[config.mk]
export PLATFORM = sky130hd
export DESIGN_NAME = tbaor_div
export DESIGN_NICKNAME = d
export VERILOG_FILES = /design/src/design/tbaor_pkg.sv /design/src/design/tbaor_div.sv
export SDC_FILE = /design/constraint.sdc
export NUM_CORES = 2
export LEC_CHECK = 0
export BUFFER_PORTS_ARGS = -buffer_cell sky130_fd_sc_hd__buf_2
export CORE_AREA = 2 2 340 174
export CTS_CLUSTER_SIZE = 8
export DETAILED_ROUTE_END_ITERATION = 8
export DIE_AREA = 0 0 342 176
export PLACE_DENSITY = 0.84
export SETUP_SLACK_MARGIN = 0.02
export SLEW_MARGIN = 5
export SYNTH_ARGS = -nofsm -noshare
export SYNTH_HDL_FRONTEND = slang
export SYNTH_SLANG_ARGS = --single-unit
export TNS_END_PERCENT = 30
[constraint.sdc]
create_clock -name clk_i -period 6.8 [get_ports clk_i]
set_clock_uncertainty 0.05 [all_clocks]
set_input_delay 0.34 -clock clk_i [delete_from_list [all_inputs] [get_ports clk_i]]
set_output_delay 0.34 -clock clk_i [all_outputs]
set_load 0.1 [all_outputs]
[src/design/tbaor_pkg.sv]
// Shared constants, types and state codes for the tilt block averager.
package tbaor_pkg;

  localparam int SAMPLE_W   = 12;
  localparam int TILT_W     = 14;
  localparam int AXES       = 3;
  localparam int ROW_W      = AXES * SAMPLE_W;
  localparam int CFG_ADDR_W = 2;
  localparam int BLK_W      = 2;

  localparam int BLOCK_LEN_DEF   = 20;
  localparam int TOTAL_SLOTS_DEF = 60;

  localparam logic [BLK_W-1:0] LAST_BLOCK = 2'd2;

  localparam logic [SAMPLE_W-1:0] CLAMP_LOW_RST   = 12'd1229;
  localparam logic [SAMPLE_W-1:0] CLAMP_HIGH_RST  = 12'd2867;
  localparam logic [SAMPLE_W-1:0] ZERO_OFFSET_RST = 12'd2048;
  localparam logic [SAMPLE_W-1:0] HELD_RST        = 12'd2048;

  // Tilt scale: (held - offset) * 100 / 91
  localparam int TILT_MUL = 100;
  localparam int TILT_DIV = 91;

  // Tilt scale as one multiply: floor(m * TILT_RCP / 2^TILT_SHIFT) equals
  // floor(m * 100 / 91) for every 12-bit magnitude m
  localparam int     TILT_SHIFT = 26;
  localparam longint TILT_RCP   = longint'(TILT_MUL) *
                                  (((longint'(1) << TILT_SHIFT) + TILT_DIV - 1) / TILT_DIV);

  // Block mean divide by BLOCK_LEN as a reciprocal multiply, default sizing
  localparam int     DIV_W_DEF    = $clog2(BLOCK_LEN_DEF * ((1 << SAMPLE_W) - 1) + 1);
  localparam int     MEAN_S_DEF   = DIV_W_DEF + $clog2(BLOCK_LEN_DEF);
  localparam longint MEAN_RCP_DEF = ((longint'(1) << MEAN_S_DEF) + BLOCK_LEN_DEF - 1) /
                                    BLOCK_LEN_DEF;

  typedef enum logic [CFG_ADDR_W-1:0] {
    CFG_CLAMP_LOW   = 2'd0,
    CFG_CLAMP_HIGH  = 2'd1,
    CFG_ZERO_OFFSET = 2'd2
  } cfg_reg_e;

  typedef enum logic [3:0] {
    S_IDLE,
    S_MOD,
    S_SWEEP,
    S_MEAN,
    S_MEANW,
    S_REJ,
    S_TILT,
    S_TILTW,
    S_OUT
  } st_e;

  typedef struct packed {
    logic busy;
    logic done;
  } div_stat_t;

endpackage

[src/design/tbaor_div.sv]
// Three-lane constant divider: reciprocal multiply for the block mean and the tilt scale.
module tbaor_div #(
  parameter int     DIV_W    = tbaor_pkg::DIV_W_DEF,
  parameter int     MEAN_S   = tbaor_pkg::MEAN_S_DEF,
  parameter longint MEAN_RCP = tbaor_pkg::MEAN_RCP_DEF
) (
  input  logic                  clk_i,
  input  logic                  rst_ni,
  input  logic                  start_i,
  input  logic                  mean_i,
  input  logic [DIV_W-1:0]      dividend_i [tbaor_pkg::AXES],
  output logic [DIV_W-1:0]      quotient_o [tbaor_pkg::AXES],
  output tbaor_pkg::div_stat_t  stat_o
);
  import tbaor_pkg::*;

  localparam longint RCP_MAX = (MEAN_RCP > TILT_RCP) ? MEAN_RCP : TILT_RCP;
  localparam int     RCP_W   = $clog2(RCP_MAX + 1);
  localparam int     PRD_W   = DIV_W + RCP_W;

  logic             busy_q;
  logic             done_q;
  logic             mean_q;
  logic [DIV_W-1:0] dvd_q [AXES];
  logic [PRD_W-1:0] prd_q [AXES];

  // Step the sequence: operands in, products registered, done
  always_ff @(posedge clk_i or negedge rst_ni) begin
    if (!rst_ni) begin
      busy_q <= 1'b0;
      done_q <= 1'b0;
    end else begin
      busy_q <= start_i;
      done_q <= busy_q;
    end
  end

  // Latch operands, then multiply by the reciprocal of the divisor
  always_ff @(posedge clk_i) begin
    if (start_i) begin
      mean_q <= mean_i;
      for (int l = 0; l < AXES; l++) begin
        dvd_q[l] <= dividend_i[l];
      end
    end
    if (busy_q) begin
      for (int l = 0; l < AXES; l++) begin
        prd_q[l] <= mean_q ? PRD_W'(dvd_q[l]) * PRD_W'(MEAN_RCP)
                           : PRD_W'(dvd_q[l]) * PRD_W'(TILT_RCP);
      end
    end
  end

  // Drop the fraction bits
  always_comb begin
    for (int l = 0; l < AXES; l++) begin
      quotient_o[l] = mean_q ? DIV_W'(prd_q[l] >> MEAN_S) : DIV_W'(prd_q[l] >> TILT_SHIFT);
    end
  end

  assign stat_o.busy = busy_q;
  assign stat_o.done = done_q;

endmodule

---- Yosys cells after proc, flatten, opt, wreduce, memory -nomap -nowiden ----
Memory sizes are Yosys's and may differ from the RTL's.
Index checks and enable logic that the tools add are counted.
storage, ports and cells
  bits in writable memories ............... 183
  memories kept ........................... 2
  flip-flop bits (word level) ............. 3
  logic and storage cells ................. 21
  output and inout bits ................... 53
  input port bits ......................... 55
memories
  memory  words  bits a word  read ports  clocked after Yosys merged registers in  write ports  line             text
  prd_q   3      44           3           0                                        3            tbaor_div.sv:25  logic [PRD_W-1:0] prd_q [AXES];
  dvd_q   3      17           3           0                                        3            tbaor_div.sv:24  logic [DIV_W-1:0] dvd_q [AXES];
cells by class
  $mul .................................... 6
  multiplexer cells ....................... 10
operators by type and width
  cell                      count
  $mux W44                  3
  $mul A17 B25 Y42 const B  3
  $mul A17 B16 Y33 const B  3
  $mux W17                  3
  $mux W1                   4

---- Longest topological paths before layout ----
An unclocked memory read counts as a cell.
  depth in word-level cells ............... 3
  depth in mapped cells ................... 23
  mapped depth without buffers ............ 22

---- Least setup slack after synthesis ----
Ideal clock, no wire load.
  kind .................................... register -> register
  start ................................... mem dvd_q[0][15] in the netlist's numbering
  end ..................................... mem prd_q[0][35] in the netlist's numbering (data pin)
  arrival ................................. 5.858 ns
  period minus slack after synthesis ...... 6.170 ns
  setup slack ............................. 0.630 ns
  path buffers ............................ 0
  cell stages (with the launch flop) ...... 22
  data required time ...................... 6.488 ns
  cell sequence ........................... edfxtp_1 > inv_1 > ha_1 > xnor2_1 > ha_1 > or2_2 > inv_1 > fa_1 > fa_1 > fa_1 > fa_1 > inv_1 > ha_1 > a21o_1 > a21o_1 > a21o_1 > a21o_1 > a221o_1 > a41o_1 > a31o_2 > a21oi_1 > mux2_1
RTL lines
  element             line
  start: declaration  tbaor_div.sv:24
  end: declaration    tbaor_div.sv:25

==> impl_metrics.json <==
{
  "status": "finished clean",
  "grt.total_usage_pct": 33.8,
  "synth_top_cell_by_area": "fa_1",
  "cts_buffer_depth": 2,
  "synth_flop_cell": "edfxtp_1",
  "arrival_ns": 6.73,
  "slowest_delay_ns": 0.58,
  "synthMuxAreaShare_pct": 2.29,
  "yosys.area_share.simple_pct": 4.15,
  "yosysSeqAreaShare_pct": 9.53,
  "whs_ns": 0.0174,
  "worstMarginPinSlew_ns": 1.21,
  "clk_pin_slew_ns": 0.07,
  "synth_top_area_share_pct": 33.1,
  "synth.cell_area_um2": 36800,
  "dpl_cell_area_um2": 38900,
  "firstDrtPassIters": 5,
  "viasPerCell": 5.59,
  "rsz0062_at_grt": "yes",
  "crit_fanout": 8,
  "hpwlAfterDp_mm": 84.1,
  "core_area_um2": 56900,
  "drive_gt1_share_pct": 8.83,
  "setup_tns_ns": 0,
  "period_minus_slack_ns": 6.57,
  "wl_per_cell_um": 20.8,
  "diodes": 0,
  "crit_top_cell": "fa_1",
  "synth_area_leaders": "fa_1 33%, ha_1 29%, inv_1 11%",
  "postSynthCellCount": 3616,
  "grt_pass1_vias": 28800,
  "initial_core_util_pct": 64.6,
  "setup_viol_count_final": 0,
  "drt-initial-drc-count": 1778,
  "numCtsBuffers": 17,
  "synth_compound_area_share_pct": 7.94,
  "antenna_left": 0,
  "hold_viol": 0,
  "crit_chain": "buf_4, inv_1, ha_1, xnor2_1, ha_1, or2_2, fa_1, fa_1, fa_1, inv_1, fa_1, inv_1, ha_1, nand2_1, nor4_1, a221o_1, o211ai_2, a31oi_1, a41oi_1, xnor2_1, nor2_1",
  "yosys_warnings": 0,
  "cts_tree": "yes",
  "grt-ovfl-total": 0,
  "yosys.area_share.adder_pct": 62.3,
  "grt_start_max_net_pins": 65,
  "synth_nets": 5138,
  "nFillCells": 4202,
  "grt_first_pass_wirelength_mm": 155,
  "cp.required_ns": 6.95,
  "synth_cell_types": 80,
  "synth-seq-cells": 117,
  "htreeDepth": 4,
  "async_flop_share_pct": 1.71,
  "wirelength_mm": 96.8,
  "crit_path_start_kind": "register",
  "slew_viol_final": 0,
  "cp_slowest_cell": "fa_1",
  "synth_top_family_by_area": "adder cells",
  "vias": 26000,
  "ys_top_cells_by_count": "1,116 x inv_1, 859 x ha_1, 608 x fa_1",
  "gp_congestion": 1.01,
  "synth_most_common_cell": "inv_1",
  "synth_xor_xnor_area_share_pct": 2.07,
  "critPathKind": "register to register",
  "hold_depth": 1,
  "maxSlewHeadroom_pct": 19.3,
  "areaGrowthSynthToFinish_pct": 8.91,
  "crit_family": "adder cells",
  "worstSkewPairLatency_ns": 0.49,
  "drc_errors": 0,
  "portBuffers": 107,
  "min_period_over_period_pct": 96.7,
  "synth_edf_count": 115,
  "antenna_found_initial": 0,
  "final_core_util_pct": 70.3,
  "final_area_um2": 40000,
  "nets": 5393,
  "fp-row-count": 62,
  "crit_path_end_kind": "register",
  "io-pin-count": 108,
  "syn_avg_cell_area_um2": 10.2,
  "cp_num_buf_inv": 4,
  "drv_cap": 0,
  "fmax_mhz": 152,
  "clock_sinks": 117,
  "cp.depth": 21,
  "reg2reg_depth": 21,
  "die_w_um": 342,
  "die_h_um": 176,
  "root_buffer": "clkbuf_16",
  "holdCritPathClass": "primary input to register",
  "die-area_um2": 60200
}
[final timing paths]
| kind | endpoint | from | slack, ns |
|---|---|---|---|
| max reg2reg | prd_q[0][130] | dvd_q[0][49] | 0.23 |
| min in group asynchronous | done_q | rst_ni | 0.13 |
| max | prd_q[0][130] | dvd_q[0][49] | 0.23 |
| min reg2reg | done_q | busy_q | 0.90 |
| min | dvd_q[0][7] | dividend_i[41] | 0.02 |
| max in group asynchronous | busy_q | rst_ni | 6.47 |
[routing by layer]
| metal | GRT usage [%] | part of all wire, % | vias up |
|---|---|---|---|
| met2 | 60.1 | 50 | 753 |
| li1 | - | - | 12100 |
| met5 | 0 | 0 | - |
| met4 | 15.5 | 5.2 | 0 |
| met1 | 41.0 | 40 | 12900 |
| met3 | 4.81 | 4.8 | 261 |
[cell usage in the layout, fill, tap and decap left out, types with 6 or more instances in the layout]
cell,Yosys,routed
inv_1,1116,1116
ha_1,859,858
fa_1,608,608
edfxtp_1,115,115
buf_4,2,112
buf_2,0,106
a21oi_1,103,103
a21o_1,93,93
nor2_1,69,69
o21ai_0,65,65
nand2_1,63,63
mux2_2,55,55
xor2_1,44,44
dlygate4sd3_1,0,44
xnor2_1,43,43
nor3_1,29,29
nor2b_1,25,25
and3_1,22,22
o21a_1,21,21
nand3_1,20,20
a211oi_1,17,17
clkbuf_16,0,17
nand4_1,16,16
or2_2,15,15
mux2i_1,15,15
a31oi_1,12,12
nand2b_1,11,11
o211ai_1,11,11
or3_1,9,9
a31o_2,8,8
a211o_1,8,8
o21bai_1,8,8
and2_1,6,6
[cell families after synthesis]
group	Yosys count
flops	117
fa+ha+maj	1467
buf+inv	1143
simple gates	302
compound gates	424
mux	76
xor+xnor	87
[area by class of cell]
cell class | count | area, um^2 | area share, %
timing repair buffer | 262 | 1810 | 4.52
clock inverter | 14 | 175 | 0.437
sequential | 117 | 3500 | 8.75
inverter | 1117 | 4190 | 10.5
clock buffer | 18 | 429 | 1.07
tap | 768 | 961 | 2.40
multi-input combinational | 2356 | 29000 | 72.3
[flip-flops by register name, indices dropped and copies added, names as in the netlist]
name    flops
prd_q      63
dvd_q      51
busy_q      1
done_q      1
mean_q      1
[metrics by stage]
| step | cells | worst slack (ns) |
|---|---|---|
| 2_1_floorplan | 3616 | 0.630 |
| 3_3_place_gp | 4565 | 0.355 |
| 3_5_place_dp | 4565 | 0.261 |
| 4_1_cts | 4641 | 0.244 |
| 5_1_grt | 4652 | 0.000986 |
| 6_report | 4652 | 0.227 |
[timing repair]
item	in CTS	in global routing
endpoints found under the setup margin	0	11
buffers inserted	0	11
hold buffers	44	0
endpoints found under the hold margin	45	0
gates resized for setup	0	2
Power is not shown: default switching activity piles up to over one toggle a cycle in this logic, so the estimate is an artifact.
