==> config.mk <==
export PLATFORM = sky130hd
export DESIGN_NAME = tbaor_sample_ram
export DESIGN_NICKNAME = d
export VERILOG_FILES = /design/src/design/tbaor_pkg.sv /design/src/design/tbaor_sample_ram.sv
export SDC_FILE = /design/constraint.sdc
export NUM_CORES = 2
export LEC_CHECK = 0
export BUFFER_PORTS_ARGS = -buffer_cell sky130_fd_sc_hd__buf_2
export CORE_MARGIN = 8
export CORE_UTILIZATION = 40
export DETAILED_ROUTE_END_ITERATION = 10
export PLACE_DENSITY = 0.55
export RECOVER_POWER = 25
export SETUP_SLACK_MARGIN = 0.2
export SLEW_MARGIN = 20
export SYNTH_ARGS = -nofsm -noshare
export SYNTH_HDL_FRONTEND = slang
export SYNTH_SLANG_ARGS = --single-unit
==> constraint.sdc <==
create_clock -name clk_i -period 3.2 [get_ports clk_i]
set_clock_uncertainty 0.15 [all_clocks]
set_input_delay 0.16 -clock clk_i [delete_from_list [all_inputs] [get_ports clk_i]]
set_output_delay 0.16 -clock clk_i [all_outputs]
set_load 0.01 [all_outputs]
==> src/design/tbaor_pkg.sv <==
// Shared constants, types and state codes for the tilt block averager.
package tbaor_pkg;

  localparam int SAMPLE_W   = 12;
  localparam int TILT_W     = 14;
  localparam int AXES       = 3;
  localparam int ROW_W      = AXES * SAMPLE_W;
  localparam int CFG_ADDR_W = 2;
  localparam int BLK_W      = 2;

  localparam int BLOCK_LEN_DEF   = 20;
  localparam int TOTAL_SLOTS_DEF = 60;

  localparam logic [BLK_W-1:0] LAST_BLOCK = 2'd2;

  localparam logic [SAMPLE_W-1:0] CLAMP_LOW_RST   = 12'd1229;
  localparam logic [SAMPLE_W-1:0] CLAMP_HIGH_RST  = 12'd2867;
  localparam logic [SAMPLE_W-1:0] ZERO_OFFSET_RST = 12'd2048;
  localparam logic [SAMPLE_W-1:0] HELD_RST        = 12'd2048;

  // Tilt scale: (held - offset) * 100 / 91
  localparam int TILT_MUL = 100;
  localparam int TILT_DIV = 91;

  // Tilt scale as one multiply: floor(m * TILT_RCP / 2^TILT_SHIFT) equals
  // floor(m * 100 / 91) for every 12-bit magnitude m
  localparam int     TILT_SHIFT = 26;
  localparam longint TILT_RCP   = longint'(TILT_MUL) *
                                  (((longint'(1) << TILT_SHIFT) + TILT_DIV - 1) / TILT_DIV);

  // Block mean divide by BLOCK_LEN as a reciprocal multiply, default sizing
  localparam int     DIV_W_DEF    = $clog2(BLOCK_LEN_DEF * ((1 << SAMPLE_W) - 1) + 1);
  localparam int     MEAN_S_DEF   = DIV_W_DEF + $clog2(BLOCK_LEN_DEF);
  localparam longint MEAN_RCP_DEF = ((longint'(1) << MEAN_S_DEF) + BLOCK_LEN_DEF - 1) /
                                    BLOCK_LEN_DEF;

  typedef enum logic [CFG_ADDR_W-1:0] {
    CFG_CLAMP_LOW   = 2'd0,
    CFG_CLAMP_HIGH  = 2'd1,
    CFG_ZERO_OFFSET = 2'd2
  } cfg_reg_e;

  typedef enum logic [3:0] {
    S_IDLE,
    S_MOD,
    S_SWEEP,
    S_MEAN,
    S_MEANW,
    S_REJ,
    S_TILT,
    S_TILTW,
    S_OUT
  } st_e;

  typedef struct packed {
    logic busy;
    logic done;
  } div_stat_t;

endpackage

==> src/design/tbaor_sample_ram.sv <==
// Sample store: one row of three axis slots per entry, registered read, row valid bits.
module tbaor_sample_ram #(
  parameter int DEPTH = tbaor_pkg::TOTAL_SLOTS_DEF
) (
  input  logic                       clk_i,
  input  logic                       rst_ni,
  input  logic                       wr_en_i,
  input  logic [$clog2(DEPTH)-1:0]   wr_addr_i,
  input  logic [tbaor_pkg::ROW_W-1:0] wr_data_i,
  input  logic                       rd_en_i,
  input  logic [$clog2(DEPTH)-1:0]   rd_addr_i,
  output logic [tbaor_pkg::ROW_W-1:0] rd_data_o
);
  import tbaor_pkg::*;

  logic [ROW_W-1:0] mem_q [DEPTH];
  logic [DEPTH-1:0] vld_q;
  logic [ROW_W-1:0] rdata_q;
  logic             rvld_q;

  // Write the array; the read data is registered
  always_ff @(posedge clk_i) begin
    if (wr_en_i) begin
      mem_q[wr_addr_i] <= wr_data_i;
    end
    if (rd_en_i) begin
      rdata_q <= mem_q[rd_addr_i];
    end
  end

  // Track written rows; an unwritten row reads as zero
  always_ff @(posedge clk_i or negedge rst_ni) begin
    if (!rst_ni) begin
      vld_q  <= '0;
      rvld_q <= 1'b0;
    end else begin
      if (wr_en_i) begin
        vld_q[wr_addr_i] <= 1'b1;
      end
      if (rd_en_i) begin
        rvld_q <= vld_q[rd_addr_i];
      end
    end
  end

  assign rd_data_o = rvld_q ? rdata_q : '0;

endmodule

* Yosys cells after proc, flatten, opt, wreduce, memory -nomap -nowiden
Memory sizes are Yosys's and may differ from the RTL's. A register that Yosys moved wholly into a read port is not among the register bits. Index checks and enable logic that the tools add are counted.
Operators by class: magnitude comparators 3, muxes and demuxes 7, reduce and logical (&&, ||, !) cells 1, bitwise gates (word level) 1
Operator list (count):
- OR 60 bit | 1
- two-way mux 36 bit | 1
- < comparator 6 x 7 -> 1 bit, second input constant | 2
- binary-select mux 1 bit (select 6 bit) | 1
- demux 1 bit (select 6 bit) | 1
- greater-or-equal comparator 6 x 1 -> 1 bit, second input constant | 1
- two-way mux 1 bit | 4
- logical AND 1 bit | 1
Word-level totals: register bits after elaboration 61, input port bits 52, memories 1, output and inout bits 36, RAM bits 2160, word-level logic and storage cells 15
Memory list:
- mem_q | words 60, width 36, rd ports 1, clocked after Yosys merged registers in 1, write ports 1, line tbaor_sample_ram.sv:16 | logic [ROW_W-1:0] mem_q [DEPTH];

* Longest topological paths before layout
word-level depth 5, mapped depth 10, mapped depth without buffers 5

* Worst setup path before layout
Ideal clock, no wire load.
kind input-to-reg, start input port wr_addr_i[5], end memory mem_q[32][0] in the netlist's numbering, enable pin, data required time 2.575 ns, cell stages on the path 5, setup slack -0.650 ns, data arrival time 3.225 ns, library setup time 0.475 ns, buffers on the path 1, cell sequence clkbuf_1 > nand2_1 > nor3_1 > nand2b_1 > nor3_1
RTL lines:
- from (decl) | line tbaor_sample_ram.sv:8 | input logic [$clog2(DEPTH)-1:0] wr_addr_i,
- to (decl) | line tbaor_sample_ram.sv:16
No word-level cell before the write port.

* Worst setup path in the final report
start input port rd_addr_i[1], end register rvld_q
On the way: word-level cells in the longest chain between the ends 2
Ends and longest elaborated chain:
- from (decl) | line tbaor_sample_ram.sv:11 | input logic [$clog2(DEPTH)-1:0] rd_addr_i,
- binary-select mux 1 bit (select 6 bit) | line tbaor_sample_ram.sv:41 | rvld_q <= vld_q[rd_addr_i];
- two-way mux 1 bit (not written as such) | line tbaor_sample_ram.sv:41
- to (signal assigned) | line tbaor_sample_ram.sv:41
- to (decl) | line tbaor_sample_ram.sv:19 | logic rvld_q;
Every way passes these cells. The select of a mux whose other input is x is not followed. A chain may end at the register's enable or synchronous reset.

==> summary.txt <==
Floorplanning
  • DIE WIDTH: 480 um
  • Core ar.: 214000 um^2
  • IO Pins: 88
  • # rows: 170
  • Die H: 480 um
  • Initial Util: 40.2%
  • DIE AREA: 231000 um^2

CTS
  • Clk Latency, worst-skew pair: 0.85 ns
  • H-tree depth: 4
  • TritonCTS Sinks: 2257
  • Clock transition at path regs: 0.06 ns
  • CTS Buffer Depth: 3
  • Clk root buf: clkbuf_16
  • Number of buffers created by CTS: 223
  • TritonCTS clock tree: yes

Yosys
  • Synth Register Bits: 2257
  • Synth Area in Compound Gates: 2.00%
  • Top post-synthesis cells by area: edfxtp_1 (76%), mux4_2 (15%), dfrtp_1 (1.8%)
  • Syn Area/Cell: 23.0 um^2
  • Synth warn: 0
  • Area leader, netlist: edfxtp_1
  • Adder-cell share of the synthesized area: 0%
  • Mux share of post-synthesis cell area: 16.6%
  • Fraction of registers with async set/reset: 2.70%
  • Post-synthesis xor/xnor area fraction: 0%
  • Synth Flop Type: edfxtp_1
  • Top-area cell type share of the netlist area: 76.5%
  • Seq/Total Area, Yosys: 78.2%
  • Largest family of logic cells by synthesized area: multiplexers
  • Simple-gate share of the synthesized area: 1.92%
  • Syn Inst Count: 3757
  • Post-synthesis cell area: 86200 um^2
  • Syn nets: 3809
  • Library cells used by synthesis: 47
  • EDFF count, synth: 2196

Place
  • Port bufs: 87
  • Routability cong.: 0.774
  • Placed wire-length estimate: 140000 um
  • Area post-placement: 92800 um^2
  • Inst Count DP: 6752
  • DP Worst Slack: 0.234 ns

Hold path
  • Hold path depth: 3
  • WHS Endpoint: mem_q[56][11]$_DFFE_PP_
  • Hold crit path type: in -> reg
  • Hold path start: wr_addr_i[5]

Route
  • Via count: 42300
  • WL/cell: 34.1 um
  • WL final: 246000 um
  • Antenna viol nets, final: 0
  • DR pass1 iterations: 8
  • DRC errors left: 0
  • Vias/cell: 5.85
  • Iter 0 DRT Violations: 5176

STA
  • Final setup violation count: 0
  • RSZ-0062 raised after global routing: no
  • Hold slack: 0.0619 ns
  • Final TNS setup: 0 ns
  • Final period utilization: 86.2%
  • Final Max Tran Viols: 1449
  • Fmax: 363 MHz
  • Fin crit period: 2.76 ns
  • Worst rel slew slack: -78.6%
  • Worst setup margin: 0.443 ns
  • Fin. Hold Viols: 0
  • Worst-Margin Slew: 2.68 ns

Global route
  • GRT Overall Usage: 21.1%
  • Vias in the first global route: 42900
  • Initial antenna violation count: 14
  • Largest net degree at the start of global routing: 61
  • Congestion Overflow GR: 0
  • First-pass GRT wire length: 342000 um

Worst setup path
  • Setup CP Type: in -> reg
  • RR Startpoint: vld_q[22]$_DFFE_PN0P_
  • CP Data Required Time: 3.78 ns
  • Worst Path Arrival: 3.34 ns
  • CP max FO: 38
  • Register-to-Register Path Depth: 6
  • Nature of the critical path startpoint: primary input
  • Flop2flop setup slack: 0.58 ns
  • Critical Path End Type: flop
  • Worst R2R End: rvld_q$_DFFE_PN0P_

Layout
  • Share of cells above drive strength 1: 30.7%
  • Finished Cell Area: 100000 um^2
  • FILL cells: 17700
  • Util after Layout: 46.8%
  • Finished Layout Cells: 7218
  • Final layout net count: 4245
  • Area Overhead vs Synth: 16.5%

Flow run
  • Total of max-cap violations: 24

Power
  • Final Power: 62.1 mW
  • Leakage: 32.0 nW
  • IR drop worst, VDD: 0.527 mV
  • Pwr Density: 619 nW/um^2

Run status
  • Status: finished, violations left
  • Failing checks: capacitance limit, slew limit
logic make-up after synthesis:
group	Yosys count
and+or+nand+nor	321
DFF	2257
muxes	711
buffers and inverters	208
AOI/OAI and AO/OA	260
repair_timing:
action | 4_1_cts | 5_1_grt
resized for setup | 1 | 0
setup endpoints to repair | 2 | 0
endpoints found under the hold margin | 2308 | 0
hold buffers | 53 | 0
setup buffers | 0 | 0
where the power goes:
group / switching (mW) / leakage, nW / total (mW) / internal (mW)
Combinational: 1.95 / 7.92 / 3.33 / 1.38
Sequential: 0.179 / 20.6 / 33.0 / 32.9
Clock: 11.2 / 3.49 / 25.8 / 14.6
Total: 13.3 / 32.0 / 62.1 / 48.8
routing by layer:
metal / routed length, um / GRT usage (%) / vias to the layer above
met4: 6950 / 5.67 / 12
met3: 18700 / 4.47 / 364
li1: - / - / 16900
met2: 118000 / 34.2 / 1723
met1: 102000 / 29.3 / 23300
met5: 71 / 0 / -
Yosys cell counts (4+ instances only):
cell type	n
a211oi_1	16
a21o_1	4
a21oi_1	61
a221oi_1	7
a22oi_1	50
a311o_1	9
and2_1	37
buf_1	14
buf_2	57
buf_4	34
buf_6	15
clkbuf_1	84
dfrtp_1	61
edfxtp_1	2196
mux2_2	6
mux2i_1	136
mux4_1	13
mux4_2	556
nand2_1	45
nand2b_1	10
nand3_1	15
nand4_1	7
nor2_1	92
nor2b_1	19
nor3_1	8
nor4_1	7
o211ai_1	13
o21ai_0	48
o221ai_1	22
o22ai_1	15
o2bb2ai_1	4
or2_2	64
layout by cell type, fill, tap and decap left out, types with 48 or more instances in the layout:
| master | synthesis | layout |
|---|---|---|
| edfxtp_1 | 2196 | 2196 |
| mux4_2 | 556 | 556 |
| clkbuf_16 | 0 | 225 |
| buf_4 | 34 | 192 |
| mux2i_1 | 136 | 136 |
| buf_12 | 0 | 84 |
| clkbuf_1 | 84 | 72 |
| or2_2 | 64 | 64 |
| a21oi_1 | 61 | 61 |
| dfrtp_1 | 61 | 60 |
| nor2_4 | 0 | 58 |
| buf_2 | 57 | 58 |
| clkinv_1 | 0 | 53 |
| dlygate4sd3_1 | 0 | 52 |
| a22oi_1 | 50 | 50 |
| o21ai_0 | 48 | 48 |
worst max-delay path: stages:
cell and delay (ns):
dlygate4sd3_1 0.56, buf_8 0.32, buf_12 0.33, buf_4 0.29, mux4_2 0.31, mux2_2 0.28, nor2_1 0.09, nor4_1 0.07
a211o_1 0.26, dlygate4sd3_1 0.56
state kept, by name, summed over array words and instances (netlist names):
name     count
vld_q       60
rdata_q     36
rvld_q       1
mem_q     2160
how the worst max path moves through the flow:
| stage | slack [ns] | to | startpoint | depth (start not counted) |
|---|---|---|---|---|
| 2_1_floorplan | 0.09 | mem_q[16][0]$_DFFE_PP_ | wr_addr_i[4] | 4 |
| 3_3_place_gp | 0.20 | rdata_q[8]$_DFFE_PP_ | rd_addr_i[0] | 9 |
| 3_5_place_dp | 0.23 | rdata_q[8]$_DFFE_PP_ | rd_addr_i[0] | 9 |
| 4_1_cts | 0.38 | rd_data_o[22] | rvld_q$_DFFE_PN0P_ | 3 |
| 5_1_grt | 0.37 | rd_data_o[2] | rvld_q$_DFFE_PN0P_ | 2 |
| 6_report | 0.44 | rvld_q$_DFFE_PN0P_ | rd_addr_i[1] | 10 |
area by class of cell:
type / count / area (um^2) / share of cell area, %
clock buffer: 269 / 5800 / 5.77
multi-input combinational: 1292 / 18100 / 18.1
sequential: 2257 / 67500 / 67.2
timing repair buffer: 417 / 4080 / 4.07
inverter: 2 / 12.5 / 0.0125
antenna: 3 / 7.51 / 0.00747
tap: 2838 / 3550 / 3.54
clock inverter: 140 / 1370 / 1.37
No activity file was read; power rests on OpenSTA's default activity.
